`config.mk`:
```
export PLATFORM = sky130hd
export DESIGN_NAME = asa_cfg_regs
export DESIGN_NICKNAME = d
export VERILOG_FILES = /design/src/rtl/asa_pkg.sv /design/src/rtl/asa_cfg_regs.sv
export SDC_FILE = /design/constraint.sdc
export NUM_CORES = 1
export LEC_CHECK = 0
export BUFFER_PORTS_ARGS = -buffer_cell sky130_fd_sc_hd__buf_2
export CORE_MARGIN = 2
export CORE_UTILIZATION = 41
export CTS_CLUSTER_SIZE = 30
export DETAILED_ROUTE_END_ITERATION = 7
export PLACE_DENSITY = 0.73
export SYNTH_ARGS = -nofsm -noshare
export SYNTH_HDL_FRONTEND = slang
export SYNTH_SLANG_ARGS = --single-unit
```
`constraint.sdc`:
```
create_clock -name aclk -period 1.23 [get_ports aclk]
set_clock_uncertainty 0.15 [all_clocks]
set_input_delay 0.246 -clock aclk [delete_from_list [all_inputs] [get_ports aclk]]
set_output_delay 0.246 -clock aclk [all_outputs]
set_load 0.02 [all_outputs]
```
`src/rtl/asa_pkg.sv`:
```
// Shared types and constants for the aligned stack allocator.
// Operation and status codes, register indexes, mark and result records.
// No dependencies.
package asa_pkg;

    localparam int HEADER_BYTES_DEF = 16;
    localparam int MAX_BLOCKS_DEF   = 256;

    localparam int ADDR_W = 32;
    localparam int ADJ_W  = 8;
    localparam int LIVE_W = 9;
    localparam int LG_W   = 3;

    // Register indexes on the configuration port
    localparam logic REG_POOL_BASE = 1'b0;
    localparam logic REG_POOL_SIZE = 1'b1;

    localparam logic [ADDR_W-1:0] POOL_BASE_RST = 32'd0;
    localparam logic [ADDR_W-1:0] POOL_SIZE_RST = 32'd65536;

    typedef enum logic [1:0] {
        OP_ALLOC = 2'd0,
        OP_FREE  = 2'd1,
        OP_CLEAR = 2'd2,
        OP_NONE  = 2'd3
    } op_t;

    typedef enum logic [1:0] {
        ST_OK    = 2'd0,
        ST_OOM   = 2'd1,
        ST_FULL  = 2'd2,
        ST_EMPTY = 2'd3
    } status_t;

    // One mark: previous newest block address and the adjustment used
    typedef struct packed {
        logic [ADDR_W-1:0] prev;
        logic [ADJ_W-1:0]  adj;
    } mark_t;

    // One result record
    typedef struct packed {
        status_t           status;
        logic [ADDR_W-1:0] block_address;
        logic [ADDR_W-1:0] top_position;
        logic [ADDR_W-1:0] bytes_in_use;
        logic [LIVE_W-1:0] live_blocks;
    } result_t;

endpackage

```
`src/rtl/asa_cfg_regs.sv`:
```
// APB-style configuration registers of the allocator: pool_base and pool_size.
// Depends on asa_pkg.
module asa_cfg_regs
    import asa_pkg::*;
(
    input  logic              aclk,
    input  logic              aresetn,
    input  logic              psel,
    input  logic              penable,
    input  logic              pwrite,
    input  logic [2:0]        paddr,
    input  logic [31:0]       pwdata,
    output logic [31:0]       prdata,
    output logic              pready,
    output logic [ADDR_W-1:0] pool_base,
    output logic [ADDR_W-1:0] pool_size
);

    logic [ADDR_W-1:0] pool_base_reg;
    logic [ADDR_W-1:0] pool_size_reg;
    logic              wr_en;

    assign pready = 1'b1;
    assign wr_en  = psel && penable && pwrite;

    // Register writes on the access cycle
    always_ff @(posedge aclk) begin
        if (!aresetn) begin
            pool_base_reg <= POOL_BASE_RST;
            pool_size_reg <= POOL_SIZE_RST;
        end else if (wr_en) begin
            if (paddr[2] == REG_POOL_BASE) begin
                pool_base_reg <= pwdata;
            end else begin
                pool_size_reg <= pwdata;
            end
        end
    end

    // Read back
    assign prdata    = (paddr[2] == REG_POOL_BASE) ? pool_base_reg : pool_size_reg;
    assign pool_base = pool_base_reg;
    assign pool_size = pool_size_reg;

endmodule

```
==> out/results.ini <==
[setup_path]
cp.arrival_ps=1090
r2r_cells=5
critPathKind=reg2out
start_kind=flip-flop
critPathRequiredTime_ps=830
end_kind=output pin
cp_max_fo=2

[drt]
drc=0
wl_per_cell_um=17.8
route.vias.total=2864
postRouteWirelength_um=10100
first_pass_iters=4
drtAntennaViolNets=0
vias_per_cell=5.03
drt_iter0_drc=88

[power_and_ir_drop]
p_leak_nw=2.65
finalPower_mw=4.91
ir_drop_v=0.000579
pwr_density_cell_nw_per_um2=925

[timing]
finalCritPeriodShare_pct=121
setup_ws_ps=-255
drv_slew=0
period_needed_ps=1480
grt_setup_unrepaired=yes
hold_viol_final=0
setup_viol=79
max_freq_ghz=0.673

[synthesis]
synth_most_common_cell=nand2_1
synth_common_cells=95 x nand2_1, 64 x dfxtp_1, 64 x mux2i_1
syn_nets=323
ys_seq_area_share_pct=45.5
synth_top_area_share_pct=45.5
yosys_warnings=0
synth_top_flop_cell=dfxtp_1
synth_edf_count=0
syn_area_sq_um=2820
ys_seq_elements=64
synth.distinct_cells=12
synth.avg_cell_area_sq_um=9.96
synthesis.instances=283
synth_area_leaders=dfxtp_1 45%, mux2i_1 23%, mux2_2 13%
yosys.area.top_type=dfxtp_1
synth-async-reset-ratio_pct=0

[job]
cap_violations=0

[clock_tree]
cts_tree=built
cts_max_level=3
cts.sinks=64
hold_buffers=0
numCtsBuffers=9
clk_latency_ps=330
path_clk_slew_ps=80
clockBufferDepth=2
cts_root_buf=clkbuf_8

[placement]
place_congestion=0.727
hpwl_um=5200
place.port_buffers=133
dpl_cell_area_sq_um=3800

[final_layout]
fillers=397
diodes=0
final_cell_area_sq_um=5310
seqCellArea_sq_um=1360
fin_util_pct=79.0
multiInputGateArea_sq_um=1510
area_growth_pct=88.4
nets=524
layout-drive-gt1-share_pct=66.7

[worst_hold_path]
min_path_cells=3
hp-class=in2reg

[run_status]
status=finished, violations left
failed_checks=setup timing

[grt]
grt_max_degree=39
antenna_found_initial=0
grt_pass1_wl_um=13200
track_usage_pct=22.6
grt-ovfl-total=0
grt_pass1_vias=2806

[floorplan]
start_util_pct=41.9
pin_count=137
dieArea_sq_um=7550
die_h_um=86.9
rows=30
core_sq_um=6720
die_w_um=86.9

-- cell families (layout without fill, tap and decap cells) --
logic type,count (synthesis),count (layout),synth area share [%]
simple gates,99,99,13.9
buf+inv,23,229,4.97
other cells,1,1,0.133
mux,96,96,35.5
flops,64,64,45.5
-- through the flow --
step	hold slack, ps	std cells	setup TNS [ps]	setup slack (ps)
floorplan	238	283	-1140	-30.3
global placement	305	495	-19720	-295
detailed placement	312	495	-21180	-309
CTS	4.12	549	-10370	-251
global route	18.4	569	-12080	-272
finish	6.85	569	-10320	-255
-- per-layer routing --
metal / track usage (%) / vias to the layer above / routed length, um
met1: 25.5 / 1357 / 3860
met5: 0 / - / 0
met4: 8.24 / 0 / 306
met2: 41.6 / 136 / 5390
li1: - / 1342 / -
met3: 4.64 / 29 / 570
-- placed cells by master (no fill, tap or decap) --
cell	n
bufinv_16	1
buf_2	37
and4b_2	1
buf_12	6
mux2_4	31
buf_16	1
mux2_2	1
nand2_1	95
clkbuf_1	1
buf_4	32
nor2b_1	2
clkinv_2	1
nand4_2	1
dfxtp_2	64
buf_6	137
clkbuf_8	13
conb_1	1
mux2i_1	64
-- critical path: stages, from the launching register on --
cell	delay [ps]
dfxtp_2	330
mux2_2	280
buf_6	140
-- power by group --
part | internal, mW | switching, mW | leakage (nW)
clock network | 1.16 | 0.820 | 0.113
logic | 0.401 | 0.367 | 1.99
registers | 2.13 | 0.0389 | 0.548
-- worst paths after layout --
path | startpoint | end | slack [ps]
min reg2reg | pool_base[31]$_SDFFE_PN0P_ | pool_base[31]$_SDFFE_PN0P_ | 320
min | pwdata[30] | pool_size[30]$_SDFFE_PN0P_ | 7
max reg2reg | pool_size[8]$_SDFFE_PN0P_ | pool_size[8]$_SDFFE_PN0P_ | 180
max | pool_base[29]$_SDFFE_PN0P_ | prdata[29] | -250
-- layout make-up --
| cell class | instances | share of cell area [%] |
|---|---|---|
| flip-flops and latches | 64 | 25.6 |
| multi-input cells | 196 | 28.5 |
| repair buffers | 213 | 39.9 |
| well taps | 80 | 1.89 |
| clock inverters | 2 | 0.660 |
| clock buffers | 14 | 3.44 |
-- what timing repair did --
| action | 4_1_cts | 5_1_grt |
|---|---|---|
| resized for setup | 283 | 42 |
| pin swaps | 0 | 0 |
| setup endpoints to repair | 96 | 91 |
| cloned | 1 | 0 |
| setup buffers | 38 | 46 |
Power figures use the tool's default switching activity.
